### config.mk
export PLATFORM = sky130hd
export DESIGN_NAME = array_list_engine
export DESIGN_NICKNAME = d
export VERILOG_FILES = /design/src/ale_pkg.sv /design/src/array_list_engine.sv
export SDC_FILE = /design/constraint.sdc
export NUM_CORES = 1
export LEC_CHECK = 0
export BUFFER_PORTS_ARGS = -buffer_cell sky130_fd_sc_hd__buf_2
export CAP_MARGIN = 0
export CORE_UTILIZATION = 40
export CTS_BUF_LIST = sky130_fd_sc_hd__clkbuf_8
export CTS_CLUSTER_DIAMETER = 100
export DETAILED_ROUTE_END_ITERATION = 6
export GPL_TIMING_DRIVEN = 0
export PLACE_DENSITY = 0.67
export SYNTH_ARGS = -nofsm -noshare
export SYNTH_HDL_FRONTEND = slang
export SYNTH_SLANG_ARGS = --single-unit
### constraint.sdc
create_clock -name clock -period 5.69 [get_ports clock]
set_clock_uncertainty 0.2 [all_clocks]
set_input_delay 1.4225 -clock clock [delete_from_list [all_inputs] [get_ports clock]]
set_output_delay 1.4225 -clock clock [all_outputs]
set_load 0.01 [all_outputs]
### src/ale_pkg.sv
// package for the array list engine: field widths, command and status codes
`timescale 1ns / 1ps

package ale_pkg;

   localparam int CAPACITY_DEF = 32;

   localparam int CMD_W   = 3;
   localparam int VALUE_W = 32;
   localparam int POS_W   = 6;
   localparam int STATUS_W = 3;
   localparam int INDEX_W = 6;
   localparam int COUNT_W = 7;

   // command codes
   localparam logic [CMD_W-1:0] CMD_CREATE  = 3'd0;
   localparam logic [CMD_W-1:0] CMD_INSERT  = 3'd1;
   localparam logic [CMD_W-1:0] CMD_DELETE  = 3'd2;
   localparam logic [CMD_W-1:0] CMD_FIND    = 3'd3;
   localparam logic [CMD_W-1:0] CMD_DISPLAY = 3'd4;

   // status codes
   localparam logic [STATUS_W-1:0] ST_OK          = 3'd0;
   localparam logic [STATUS_W-1:0] ST_FULL        = 3'd1;
   localparam logic [STATUS_W-1:0] ST_NOT_CREATED = 3'd2;
   localparam logic [STATUS_W-1:0] ST_BAD_POS     = 3'd3;
   localparam logic [STATUS_W-1:0] ST_NOT_FOUND   = 3'd4;
   localparam logic [STATUS_W-1:0] ST_EMPTY       = 3'd5;

endpackage

### src/array_list_engine.sv
// array list engine: ordered list of signed values with append, insert, delete, find, display
`timescale 1ns / 1ps
//
// usage
//   request channel: req_cmd, req_value, req_position, req_start_new are taken
//   at a rising edge with start high and busy low
//   result channel: each result sits on the rsp_ ports for one cycle with
//   rsp_valid high; rsp_last marks the final result of a request
//   the receiver cannot stall, so results are never held back
// latency and throughput
//   create, insert at the end, delete of the top entry, every rejected request
//   and unknown commands: result in the next cycle, busy stays low, so one
//   request per cycle
//   insert inside the list: busy through S_INS (shift up), S_INS_WB, S_INS_FIN
//   (new value in); delete inside the list: busy through S_DEL (shift down) and
//   S_DEL_WB; find: busy until a match or the last entry; display: busy until
//   the last entry; the walk goes one entry per cycle through the single read
//   port of the element memory and separate pointer increment/decrement adders
// reset
//   synchronous; the list is empty and no result is pending, the element
//   memory itself is not cleared and needs no clearing pass
//
module array_list_engine
   import ale_pkg::*;
#(
   parameter int CAPACITY = CAPACITY_DEF
) (
   input  logic                       clock,
   input  logic                       reset,
   input  logic                       start,
   output logic                       busy,
   input  logic [CMD_W-1:0]           req_cmd,
   input  logic signed [VALUE_W-1:0]  req_value,
   input  logic [POS_W-1:0]           req_position,
   input  logic                       req_start_new,
   output logic                       rsp_valid,
   output logic [STATUS_W-1:0]        rsp_status,
   output logic signed [VALUE_W-1:0]  rsp_elem_value,
   output logic [INDEX_W-1:0]         rsp_elem_index,
   output logic [COUNT_W-1:0]         rsp_elem_count,
   output logic                       rsp_last
);

   // address width and count width (count can hold CAPACITY itself)
   localparam int AW = (CAPACITY > 1) ? $clog2(CAPACITY) : 1;
   localparam int CW = $clog2(CAPACITY + 1);
   localparam logic [CW-1:0] CAP_C = CW'(CAPACITY);

   typedef enum logic [7:0] {
      S_IDLE    = 8'b0000_0001,
      S_INS     = 8'b0000_0010,  // shift entries up, top down
      S_INS_WB  = 8'b0000_0100,  // write back last shifted entry
      S_INS_FIN = 8'b0000_1000,  // drop new value into the gap
      S_DEL     = 8'b0001_0000,  // shift entries down, bottom up
      S_DEL_WB  = 8'b0010_0000,  // write back last shifted entry
      S_FIND    = 8'b0100_0000,
      S_SHOW    = 8'b1000_0000
   } state_type;

   state_type state_ff, state_in;

   logic [CW-1:0]             count_ff, count_in;
   logic [CW-1:0]             ptr_ff, ptr_in;
   logic                      pend_ff, pend_in;      // rdata_ff holds a live read
   logic [AW-1:0]             pend_idx_ff, pend_idx_in;
   logic signed [VALUE_W-1:0] value_ff, value_in;
   logic [POS_W-1:0]          pos_ff, pos_in;

   // element memory, one write and one registered read port
   logic signed [VALUE_W-1:0] mem_ff [CAPACITY];
   logic signed [VALUE_W-1:0] rdata_ff;
   logic                      wr_en;
   logic [AW-1:0]             wr_addr;
   logic signed [VALUE_W-1:0] wr_data;

   // result register
   logic                      rsp_valid_ff, rsp_valid_in;
   logic [STATUS_W-1:0]       rsp_status_ff, rsp_status_in;
   logic signed [VALUE_W-1:0] rsp_value_ff, rsp_value_in;
   logic [INDEX_W-1:0]        rsp_index_ff, rsp_index_in;
   logic [COUNT_W-1:0]        rsp_count_ff, rsp_count_in;
   logic                      rsp_last_ff, rsp_last_in;

   // pointer step logic shared by the walk states, and helpers
   logic [CW-1:0]      ptr_inc, ptr_dec, last_idx, base_cnt;
   logic [COUNT_W-1:0] pos_ext, cnt_ext;
   logic               accept;
   logic               pend_is_last;

   assign accept   = start && (state_ff == S_IDLE);
   assign ptr_inc  = ptr_ff + 1'b1;
   assign ptr_dec  = ptr_ff - 1'b1;
   assign last_idx = count_ff - 1'b1;
   assign pos_ext  = COUNT_W'(req_position);
   assign cnt_ext  = COUNT_W'(count_ff);
   assign pend_is_last = (CW'(pend_idx_ff) == last_idx);
   // start flag of create empties the list before the append
   assign base_cnt = (req_cmd == CMD_CREATE && req_start_new) ? '0 : count_ff;

   always_comb begin
      state_in    = state_ff;
      count_in    = count_ff;
      ptr_in      = ptr_ff;
      pend_in     = 1'b0;
      pend_idx_in = pend_idx_ff;
      value_in    = value_ff;
      pos_in      = pos_ff;

      wr_en   = 1'b0;
      wr_addr = pend_idx_ff;
      wr_data = rdata_ff;

      rsp_valid_in  = 1'b0;
      rsp_status_in = ST_OK;
      rsp_value_in  = '0;
      rsp_index_in  = '0;
      rsp_count_in  = cnt_ext;
      rsp_last_in   = 1'b1;

      case (state_ff)
         S_IDLE: begin
            if (accept) begin
               value_in     = req_value;
               pos_in       = req_position;
               rsp_valid_in = 1'b1;
               case (req_cmd)
                  CMD_CREATE: begin
                     if (base_cnt >= CAP_C) begin
                        rsp_status_in = ST_FULL;
                     end else begin
                        wr_en        = 1'b1;
                        wr_addr      = base_cnt[AW-1:0];
                        wr_data      = req_value;
                        count_in     = base_cnt + 1'b1;
                        rsp_count_in = COUNT_W'(count_in);
                     end
                  end
                  CMD_INSERT: begin
                     if (count_ff >= CAP_C) begin
                        rsp_status_in = ST_FULL;
                     end else if (count_ff == '0) begin
                        rsp_status_in = ST_NOT_CREATED;
                     end else if (pos_ext > cnt_ext) begin
                        rsp_status_in = ST_BAD_POS;
                     end else if (pos_ext == cnt_ext) begin
                        // insert at the end is a plain append
                        wr_en        = 1'b1;
                        wr_addr      = count_ff[AW-1:0];
                        wr_data      = req_value;
                        count_in     = count_ff + 1'b1;
                        rsp_count_in = COUNT_W'(count_in);
                     end else begin
                        rsp_valid_in = 1'b0;
                        ptr_in       = last_idx;
                        state_in     = S_INS;
                     end
                  end
                  CMD_DELETE: begin
                     if (count_ff == '0) begin
                        rsp_status_in = ST_EMPTY;
                     end else if (pos_ext >= cnt_ext) begin
                        rsp_status_in = ST_BAD_POS;
                     end else if (pos_ext + 1'b1 == cnt_ext) begin
                        // deleting the top entry needs no shift
                        count_in     = last_idx;
                        rsp_count_in = COUNT_W'(last_idx);
                     end else begin
                        rsp_valid_in = 1'b0;
                        ptr_in       = CW'(pos_ext + 1'b1);
                        state_in     = S_DEL;
                     end
                  end
                  CMD_FIND, CMD_DISPLAY: begin
                     if (count_ff == '0) begin
                        rsp_status_in = ST_EMPTY;
                     end else begin
                        rsp_valid_in = 1'b0;
                        ptr_in       = '0;
                        state_in     = (req_cmd == CMD_FIND) ? S_FIND : S_SHOW;
                     end
                  end
                  default: begin
                     rsp_status_in = ST_OK;
                  end
               endcase
            end
         end
         S_INS: begin
            // read entry ptr, write the previous read one slot higher
            pend_in     = 1'b1;
            pend_idx_in = ptr_ff[AW-1:0];
            ptr_in      = ptr_dec;
            if (pend_ff) begin
               wr_en   = 1'b1;
               wr_addr = pend_idx_ff + 1'b1;
            end
            if (COUNT_W'(ptr_ff) == COUNT_W'(pos_ff)) begin
               state_in = S_INS_WB;
            end
         end
         S_INS_WB: begin
            wr_en    = 1'b1;
            wr_addr  = pend_idx_ff + 1'b1;
            state_in = S_INS_FIN;
         end
         S_INS_FIN: begin
            wr_en        = 1'b1;
            wr_addr      = pos_ff[AW-1:0];
            wr_data      = value_ff;
            count_in     = count_ff + 1'b1;
            rsp_valid_in = 1'b1;
            rsp_count_in = COUNT_W'(count_in);
            state_in     = S_IDLE;
         end
         S_DEL: begin
            // read entry ptr, write the previous read one slot lower
            pend_in     = 1'b1;
            pend_idx_in = ptr_ff[AW-1:0];
            ptr_in      = ptr_inc;
            if (pend_ff) begin
               wr_en   = 1'b1;
               wr_addr = pend_idx_ff - 1'b1;
            end
            if (ptr_inc == count_ff) begin
               state_in = S_DEL_WB;
            end
         end
         S_DEL_WB: begin
            wr_en        = 1'b1;
            wr_addr      = pend_idx_ff - 1'b1;
            count_in     = last_idx;
            rsp_valid_in = 1'b1;
            rsp_count_in = COUNT_W'(last_idx);
            state_in     = S_IDLE;
         end
         S_FIND: begin
            if (ptr_ff < count_ff) begin
               pend_in     = 1'b1;
               pend_idx_in = ptr_ff[AW-1:0];
               ptr_in      = ptr_inc;
            end
            if (pend_ff) begin
               if (rdata_ff == value_ff) begin
                  rsp_valid_in = 1'b1;
                  rsp_value_in = rdata_ff;
                  rsp_index_in = INDEX_W'(pend_idx_ff);
                  pend_in      = 1'b0;
                  state_in     = S_IDLE;
               end else if (pend_is_last) begin
                  rsp_valid_in  = 1'b1;
                  rsp_status_in = ST_NOT_FOUND;
                  pend_in       = 1'b0;
                  state_in      = S_IDLE;
               end
            end
         end
         S_SHOW: begin
            if (ptr_ff < count_ff) begin
               pend_in     = 1'b1;
               pend_idx_in = ptr_ff[AW-1:0];
               ptr_in      = ptr_inc;
            end
            if (pend_ff) begin
               rsp_valid_in = 1'b1;
               rsp_value_in = rdata_ff;
               rsp_index_in = INDEX_W'(pend_idx_ff);
               rsp_last_in  = pend_is_last;
               if (pend_is_last) begin
                  pend_in  = 1'b0;
                  state_in = S_IDLE;
               end
            end
         end
         default: begin
            state_in = S_IDLE;
         end
      endcase
   end

   // control state
   always_ff @(posedge clock) begin
      if (reset) begin
         state_ff     <= S_IDLE;
         count_ff     <= '0;
         pend_ff      <= 1'b0;
         rsp_valid_ff <= 1'b0;
      end else begin
         state_ff     <= state_in;
         count_ff     <= count_in;
         pend_ff      <= pend_in;
         rsp_valid_ff <= rsp_valid_in;
      end
   end

   // payload, no reset
   always_ff @(posedge clock) begin
      ptr_ff        <= ptr_in;
      pend_idx_ff   <= pend_idx_in;
      value_ff      <= value_in;
      pos_ff        <= pos_in;
      rsp_status_ff <= rsp_status_in;
      rsp_value_ff  <= rsp_value_in;
      rsp_index_ff  <= rsp_index_in;
      rsp_count_ff  <= rsp_count_in;
      rsp_last_ff   <= rsp_last_in;
   end

   // element memory
   always_ff @(posedge clock) begin
      if (wr_en) begin
         mem_ff[wr_addr] <= wr_data;
      end
   end

   always_ff @(posedge clock) begin
      rdata_ff <= mem_ff[ptr_ff[AW-1:0]];
   end

   assign busy           = (state_ff != S_IDLE);
   assign rsp_valid      = rsp_valid_ff;
   assign rsp_status     = rsp_status_ff;
   assign rsp_elem_value = rsp_value_ff;
   assign rsp_elem_index = rsp_index_ff;
   assign rsp_elem_count = rsp_count_ff;
   assign rsp_last       = rsp_last_ff;

endmodule

* Yosys cells after proc, flatten, opt, wreduce, memory -nomap -nowiden
Memory sizes are Yosys's and may differ from the RTL's. A register that Yosys moved wholly into a read port is not among the register bits.
Cells that the tools add are included.
** Cells by class
- Add/sub/neg operators :: 8
- Multipliers :: 0
- Divide/modulo/power cells :: 0
- Order comparisons :: 5
- Eq/ne operators :: 38
- Shift operators :: 0
- Muxes and demuxes :: 124
- Bitwise logic cells :: 0
- Reductions and logical operators :: 18
** Operators with widths (number)
- $mux 32 :: 9
- $pmux 32 s2 :: 3
- $mux 6 :: 29
- $mux 8 :: 16
- $pmux 6 s3 :: 5
- $mux 5 :: 12
- $pmux 8 s6 :: 1
- $ne 3x3->1 const B :: 11
- $eq 32x32->1 :: 1
- $pmux 5 s2 :: 3
- $pmux 5 s6 :: 1
- $mux 1 :: 26
- $pmux 6 s4 :: 1
- $pmux 8 s3 :: 1
- $add 6x1->6 const B :: 3
- $eq 6x6->1 :: 3
- $mux 3 :: 6
- $reduce_and 14->1 :: 1
- $ge 6x6->1 const B :: 2
- $pmux 3 s4 :: 1
- $reduce_and 12->1 :: 1
- $sub 6x1->6 const B :: 2
- $reduce_and 11->1 :: 1
- $ne 2x2->1 const B :: 5
- 36 further kinds :: 49
** Storage, ports and cells
- Register bits :: 114
- Bits in latches :: 0
- Memory bits (writable) :: 1024
- Memory bits (read-only) :: 0
- Input port bits :: 45
- Logic and storage cells :: 207
- Memories kept :: 1
** Memory list
- mem_ff :: depth 32, width 32, read ports 1, clocked after Yosys merged registers in 1, write ports 1, line array_list_engine.sv:70 : logic signed [VALUE_W-1:0] mem_ff [CAPACITY];

* Depth between registers and ports, before layout
Gate-level depths: netlist of run 1.
- Depth after elaboration :: 10
- Depth in mapped cells :: 11

* Worst setup path after synthesis of run 1
OpenSTA, ideal clock, no wires.
- Path type :: input -> register
- Start :: in req_position[4]
- End :: mem mem_ff[16][0] (enable)
- Arrival time :: 4.893 ns
- Required time :: 5.069 ns
- Path slack :: 0.176 ns
- Stages on the path :: 8
- Cells stage by stage :: ha_1 > nand3_1 > a311o_1 > a211oi_4 > and4b_4 > a2111oi_4 > nand3_2 > nor2_1
** On the way
- Longest elaborated chain between the ends :: 10
** Ends and longest elaborated chain
- start: declaration :: line array_list_engine.sv:34 : input logic [POS_W-1:0] req_position,
- parallel branches: the longest is 10 deep, another holds $gt 6x6->1
- end: declaration :: line array_list_engine.sv:70
Several ways; the timed one is not identified.

* Worst setup path after layout of run 1
- Start :: reg count_ff[1]
- End :: mem mem_ff[31][29] (enable)
** On the way
- Longest elaborated chain between the ends :: 10
** Ends and longest elaborated chain
- start: declaration :: line array_list_engine.sv:62 : logic [CW-1:0] count_ff, count_in;
- start signal: assignment :: line array_list_engine.sv:289 : count_ff <= count_in;
- parallel branches: the longest is 10 deep, another holds $gt 6x6->1
Several ways; the timed one is not identified.

==> results of run 1 <==
-- critical path, stage by stage (launching register included) --
cell and delay [ns]:
dfxtp_1 0.33, clkbuf_1 0.49, inv_1 0.35, ha_1 0.40, nand3_1 0.21, a311o_1 0.49
a2111oi_1 0.87, a221o_1 0.34, nand2_1 0.52, nor2_4 0.73, buf_12 0.29
-- placed cells by master (no fill, tap or decap), drive strengths merged, types with 7 or more instances in the layout --
cell	count
o22ai	11
a2111oi	7
edfxtp	1073
xnor2	39
nor2b	10
buf	219
nand2	43
clkinv	31
nor2	73
ha	22
mux4	320
nor3	24
a21o	8
a21oi	25
o221ai	10
clkbuf	285
mux2	32
xor2	47
inv	137
dfxtp	95
nand3	30
and3	7
and2	43
a222oi	32
o21ai	29
nor4	18
-- timing repair --
action	CTS	global route
hold buffers	0	0
endpoints found under the setup margin	19	705
gates resized for setup	0	2
buffers inserted	5	39
pin swaps	2	26
-- sequential cells by signal, summed over array words and instances (netlist names) --
name            cells
mem_ff           1024
rdata_ff           32
rsp_elem_value     32
value_ff           32
state_ff            8
count_ff            6
pos_ff              6
ptr_ff              6
rsp_elem_count      6
pend_idx_ff         5
rsp_elem_index      5
rsp_status          3
pend_ff             1
rsp_last            1
rsp_valid           1
-- cells by family (layout without fill, tap and decap cells) --
logic type	Yosys count	in the layout	share of synthesized area, %
xor+xnor	86	86	1.619
other cells	1	5	0.008062
flops	1168	1168	73.36
mux	354	354	16.31
fa+ha+maj	22	22	0.5918
compound gates	184	184	3.185
buf+inv	182	677	1.536
simple gates	290	290	3.392
-- routing by layer --
layer	vias up	GRT usage (%)	part of all wire, %
met2	1604	35.98	48
met3	236	5.951	11
met5	-	0	0.044
li1	10230	-	-
met4	4	6.528	2.8
met1	13330	30.05	38
-- layout make-up --
cell class                 count  area (um^2)  share of cell area (%)
timing repair buffer         169         1772                   3.284
multi-input combinational    938        11930                   22.12
antenna                        3        7.507                 0.01392
clock buffer                 209         2877                   5.332
inverter                      56        210.2                  0.3896
tap                         1512         1892                   3.507
sequential                  1168        34120                   63.25
buffer                       126        506.7                  0.9393
clock inverter               117        630.6                   1.169
-- cells in the mapped netlist, types with 35 or more instances --
cell	count
edfxtp_1	1073
mux4_2	320
dfxtp_1	95
clkbuf_1	74
nor2_1	73
inv_1	53
xor2_1	47
and2_1	43
nand2_1	43
xnor2_1	39
buf_1	35
-- worst max path at each step --
stage / endpoint / cells past startpoint / startpoint
4_1_cts: mem_ff[9][30] / 10 / count_ff[1]
3_3_place_gp: mem_ff[26][10] / 9 / req_position[5]
6_report: mem_ff[31][29] / 10 / count_ff[1]
2_1_floorplan: mem_ff[16][0] / 8 / req_position[4]
5_1_grt: mem_ff[31][29] / 10 / count_ff[1]
3_5_place_dp: mem_ff[27][10] / 9 / req_position[5]
-- metrics by stage --
step	std cells	hold slack (ns)	instance area [um^2]	utilization [%]
floorplan	2288	0.2512	46520	-
finish	4298	0.3010	53950	46.99
detailed placement	3925	0.3050	49790	43.37
global route	4296	0.3131	53940	46.99
CTS	4256	0.3104	53360	46.47
global placement	3892	0.3001	48870	42.57
-- power groups by stage --
stage	Sequential (uW)	Clock, uW	Combinational, uW
CTS	10300	6880	2110
floorplan	10400	0	1280
finish	10300	6800	2140
global placement	10500	0	1970
detailed placement	10500	0	2100
global route	10300	7260	2260
==> key figures, run 1 <==
STA
  – Hold violation total from the final report: 0
  – TNS Setup: 0 ns
  – Max_slew headroom: under 10%
  – Fin. max-slew vios: 0
  – Setup violations, final: 0
  – Slew @ Worst Pin: 1.440 ns
  – Shortest period the worst path allows: ~5.6 ns
  – Fin crit share: 97.72%
  – Fmax: roughly 180 MHz
  – Final setup margin: 0.1295 ns

Setup path
  – CP Max Fanout: 21
  – Depth of the worst register-to-register path: 10
  – Crit path kind: reg2reg
  – Critical path data required time: about 6 ns
  – Flop-to-flop setup slack: 0.13 ns
  – WP data arrival: approximately 5.8 ns
  – CP Launch Type: flop
  – Worst reg2reg endpoint: mem_ff[31][29]
  – Crit path capture type: flop
  – Reg2reg start: count_ff[1]

Logic synthesis
  – Async SR Flop Fraction: 0%
  – Register area share after synthesis: about three quarters
  – Seq cells post-synth: between 1,000 and 1,500
  – Synthesized area per cell: between 20 and 25 um^2
  – Leading area contributor after synthesis: edfxtp_1
  – Yosys warns: 0
  – Largest cells by area after synthesis: edfxtp_1 69%, mux4_2 15%, dfxtp_1 4.1%
  – Top FF cell, synth: edfxtp_1
  – EDFF count, synth: 1,073
  – Mapped Cells: 2,287
  – Area share of the leading cell type in the synthesized netlist: just under 70%
  – Library cells used by synthesis: between 80 and 90
  – Synth Cell Area: between 40,000 and 50,000 um^2

Power and ir drop
  – Int Pwr: 14,260 uW
  – PD cells: 356.5 nW/um^2
  – Leak: about 0.018 uW
  – Switching power share of the total: between 20 and 30%
  – Total Power: 19,230 uW
  – P_sw: 4970 uW
  – Sequential power share: about 54%
  – Combinational power share: 11.2%
  – Worst vdd ir: roughly 0.25 mV
  – Clock power frac: ~35%

Clock tree
  – CTS Sinks: 1,168
  – Clock buffer depth: 3
  – TritonCTS Buffers: between 150 and 200
  – H-tree depth: 4
  – Clock-pin slew on the worst setup and hold paths: roughly 0.06 ns
  – Worst skew pair latency: roughly 0.85 ns
  – CTS tree: built
  – Clk root buf: clkbuf_8

Route
  – Routed via count: between 20,000 and 30,000
  – Iteration-0 DRC Markers: roughly 3,700
  – First drt pass iteration count: 7
  – Routed length per instance: roughly 30 um
  – Via density: between 5 and 6
  – WL final: roughly 130,000 um
  – DR DRC count: 0
  – Routed Antenna Nets: 0

GRT
  – Global-route usage over all layers: between 20 and 25%
  – Largest net degree at the start of global routing: 33
  – Congestion Overflow GR: 0
  – Global-route wire length before repair: 185,500 um
  – Initial antenna violation count: 6
  – Number of global-route vias before repair: 25,870

Layout
  – Share of layout cells above drive strength 1: between 30% and 40%
  – Filler cell count in the final layout: approximately 9,400
  – Synthesis-to-finish area growth: 15.98%
  – Nets: between 2,000 and 3,000

Die
  – Die Y: between 300 and 400 um
  – Core Footprint: 114,800 um^2
  – Die Wd: around 340 um
  – Initial core utilization: between 40 and 50%
  – Io pins: between 90 and 100
  – FP Rows: ~120
  – Die ar.: approximately 120,000 um^2

Min path
  – Worst Hold End: pend_idx_ff[2]
  – Hold crit path type: reg2reg
  – Hold Startpoint: ptr_ff[2]
  – Worst hold path depth: 0

Placement
  – Dpl hpwl: between 80,000 and 90,000 um
  – Port Buffers: just over 90
  – GPL Wtd Cong: between 0.8 and 0.9
  – Setup slack after placement: -0.5412 ns

Run status
  – Outcome: finished clean

Run
  – Max Cap Viol: 0
No activity file was read; power rests on OpenSTA's default activity.
==> inputs of run 2 (changes only) <==
Settings changed: CELL_PAD_IN_SITES_DETAIL_PLACEMENT from default to 2, CELL_PAD_IN_SITES_GLOBAL_PLACEMENT from default to 2, CORE_UTILIZATION 40 to 45, PLACE_DENSITY 0.67 to 0.86.
==> key figures, run 2 (synthesized netlist as in run 1, its figures left out) <==
Layout
  – Filler cell count in the final layout: 8,786 (was 9,442)
  – Register area: 34,120 um^2 (unchanged)
  – Share of layout cells above drive strength 1: 32.18% (was 30.22%)
  – Synthesis-to-finish area growth: 17.00% (was 15.98%)
  – Max FFs per register: 1,024 (unchanged)
  – Finished Cell Area: 54,420 um^2 (was 53,950 um^2)
  – Most frequent cells in the layout: 1,073 x edfxtp_1, 320 x mux4_2, 206 x clkbuf_8, 108 x inv_1, 105 x buf_2 (was 1,073 x edfxtp_1, 320 x mux4_2, 209 x clkbuf_8, 125 x inv_1, 105 x buf_2)
  – Most common cell after layout, fill and taps aside: edfxtp_1 (unchanged)
  – Multi-input gate area: 11,940 um^2 (was 11,930 um^2)
  – Largest reg by FF count: mem_ff (unchanged)
  – Nets: 2,760 (was 2,706)

Die
  – Die Y: 323.5 um (was 343.0 um)
  – Die Wd: 323.5 um (was 343.0 um)
  – FP Rows: 117 (was 124)
  – Die ar.: 104,700 um^2 (was 117,700 um^2)
  – Core Footprint: 102,200 um^2 (was 114,800 um^2)
  – Io pins: 96 (unchanged)
  – Initial core utilization: 45.52% (was 40.52%)

Clock tree
  – TritonCTS Buffers: 186 (was 180)
  – Worst skew pair latency: 0.97 ns (was 0.85 ns)
  – Clock-pin slew on the worst setup and hold paths: 0.07 ns (was 0.06 ns)
  – Clk root buf: clkbuf_8 (unchanged)
  – Hold-fix buffers, CTS: 0 (unchanged)
  – H-tree depth: 4 (unchanged)
  – CTS Sinks: 1,168 (unchanged)
  – Clock buffer depth: 3 (unchanged)
  – CTS tree: built (unchanged)

Route
  – Routed length per instance: 52.72 um (was 30.71 um)
  – WL final: 222,700 um (was 132,000 um)
  – Iteration-0 DRC Markers: 6,147 (was 3,706)
  – Routed Antenna Nets: 0 (unchanged)
  – DR DRC count: 2 (was 0)
  – First drt pass iteration count: 7 (unchanged)
  – Routed via count: 31,260 (was 25,400)
  – Via density: 7.401 (was 5.910)

Setup path
  – CP Launch Type: flop (unchanged)
  – WP data arrival: 6.23 ns (was 5.84 ns)
  – Crit path capture type: flop (unchanged)
  – CP Max Fanout: 16 (was 21)
  – Critical path data required time: 5.94 ns (was 5.97 ns)
  – Crit path kind: reg2reg (unchanged)

Power and ir drop
  – Leak: 0.01785 uW (was 0.01769 uW)
  – Sequential power share: 48.8% (was 53.5%)
  – P_sw: 6700 uW (was 4970 uW)
  – Combinational power share: 13.6% (was 11.2%)
  – PD cells: 390.3 nW/um^2 (was 356.5 nW/um^2)
  – Clock power frac: 37.7% (was 35.4%)
  – Int Pwr: 14,540 uW (was 14,260 uW)
  – Worst vdd ir: 0.3395 mV (was 0.2496 mV)
  – Switching power share of the total: 31.54% (was 25.84%)

Placement
  – Port Buffers: 92 (unchanged)
  – GPL Wtd Cong: 0.8965 (was 0.8717)
  – Placed Area: 49,600 um^2 (was 49,790 um^2)
  – Dpl hpwl: 118,200 um (was 87,010 um)

STA
  – Fin. max-slew vios: 11 (was 0)
  – Min Hold Slack: 0.3347 ns (was 0.3010 ns)
  – Shortest period the worst path allows: 5.978 ns (was 5.561 ns)
  – Hold violation total from the final report: 0 (unchanged)
  – Unrepaired setup endpoints after global routing: yes
  – Fmax: 167.3 MHz (was 179.8 MHz)
  – Fin crit share: 105.1% (was 97.72%)
  – Max_slew headroom: -1.134% (was 4.010%)
  – Slew @ Worst Pin: 1.517 ns (was 1.440 ns)
  – Final setup margin: -0.2881 ns (was 0.1295 ns)
  – Setup violations, final: 707 (was 0)

GRT
  – Global-route usage over all layers: 42.63% (was 22.41%)
  – Largest net degree at the start of global routing: 33 (unchanged)
  – GR Util met2: 64.82% (was 35.98%)
  – Met1 GRT Util: 52.15% (was 30.05%)
  – GR Util met3: 14.20% (was 5.951%)
  – Global-route wire length before repair: 292,000 um (was 185,500 um)
  – Most Used Layer, Global Route: met2 (unchanged)
  – Number of global-route vias before repair: 31,310 (was 25,870)
  – Initial antenna violation count: 23 (was 6)
  – Congestion Overflow GR: 0 (unchanged)

Min path
  – Hold crit path type: reg2reg (unchanged)

Run status
  – Outcome: finished, violations left (was finished clean)
  – Violated checks: DRC, capacitance limit, slew limit, setup timing

Run
  – Max Cap Viol: 2 (was 0)
[run 2: cell types whose count changed in the layout (fill, tap and decap cells not counted), moves of 3 or more]
cell / before / now
buf_1: 33 / 24
buf_12: 57 / 63
buf_4: 23 / 50
bufinv_16: 2 / 6
clkbuf_1: 74 / 70
clkbuf_2: 2 / 15
clkbuf_8: 209 / 206
clkinv_1: 14 / 31
clkinv_2: 16 / 12
clkinvlp_4: 3 / 31
diode_2: 3 / 13
inv_1: 125 / 108
inv_6: 0 / 3
[run 2: per-stage QoR]
| stage | util (%) | setup WS (ns) | power (uW) | TNS (ns) | cells |
|---|---|---|---|---|---|
| 5_1_grt | 53.24 | -0.1800 | 21380 | -49.96 | 4214 |
| 6_report | 53.26 | -0.2881 | 21240 | -90.54 | 4224 |
| 4_1_cts | 52.97 | 0.01220 | 20450 | 0 | 4185 |
| 3_5_place_dp | 48.54 | -1.012 | 12800 | -932.43 | 3781 |
| 3_3_place_gp | 47.65 | -2.681 | 12390 | -2640.80 | 3748 |
| 2_1_floorplan | - | 0.1760 | 11670 | 0 | 2288 |
[run 2: path summary, 6_finish.rpt]
path	startpoint	to	slack [ns]	cells after the start
setup / recovery	count_ff[1]	mem_ff[11][27]	-0.29	12
hold / removal	ptr_ff[2]	pend_idx_ff[2]	0.33	0
setup reg to reg	count_ff[1]	mem_ff[11][27]	-0.29	12
hold reg to reg	ptr_ff[2]	pend_idx_ff[2]	0.33	0
[run 2: area by class of cell]
cell class	count	share of cell area, %
Antenna cell	13	0.05977
Inverter	56	0.4897
Buffer	126	0.9610
Sequential cell	1168	62.70
Clock inverter	132	1.478
Multi-Input combinational cell	938	21.93
Timing Repair inverter	15	0.2023
Clock buffer	206	5.210
Timing Repair Buffer	202	3.826
Tap cell	1368	3.145
[run 2: per-layer routing]
metal	part of all wire, %	vias to the layer above	wire, um
met3	14	1002	30140
met5	0.14	-	306
met4	7.8	20	17450
met2	45	3612	100400
met1	33	16270	74360
li1	-	10360	-
[run 2: what timing repair did]
action / 4_1_cts / 5_1_grt
resized for setup: 16 / 18
hold endpoints to repair: 0 / 0
endpoints found under the setup margin: 1456 / 992
pin swaps: 40 / 8
setup buffers: 58 / 18
cloned: 8 / 7
[run 2: critical path, stage by stage (launching register included)]
cell and delay [ns]:
dfxtp_1 0.33, clkbuf_1 0.52, inv_1 0.38, ha_1 0.44, nand3_1 0.18, a311o_1 0.47
a211oi_2 0.53, o21ai_2 0.35, clkbuf_1 0.55, a222oi_1 0.71, buf_4 0.32, buf_4 0.15
clkinvlp_4 0.38
[run 2: power groups by stage]
stage	clock (uW)	combinational, uW	sequential, uW
6_report	8000	2880	10400
4_1_cts	7630	2500	10300
2_1_floorplan	0	1280	10400
5_1_grt	8210	2820	10300
3_5_place_dp	0	2290	10500
3_3_place_gp	0	1930	10500
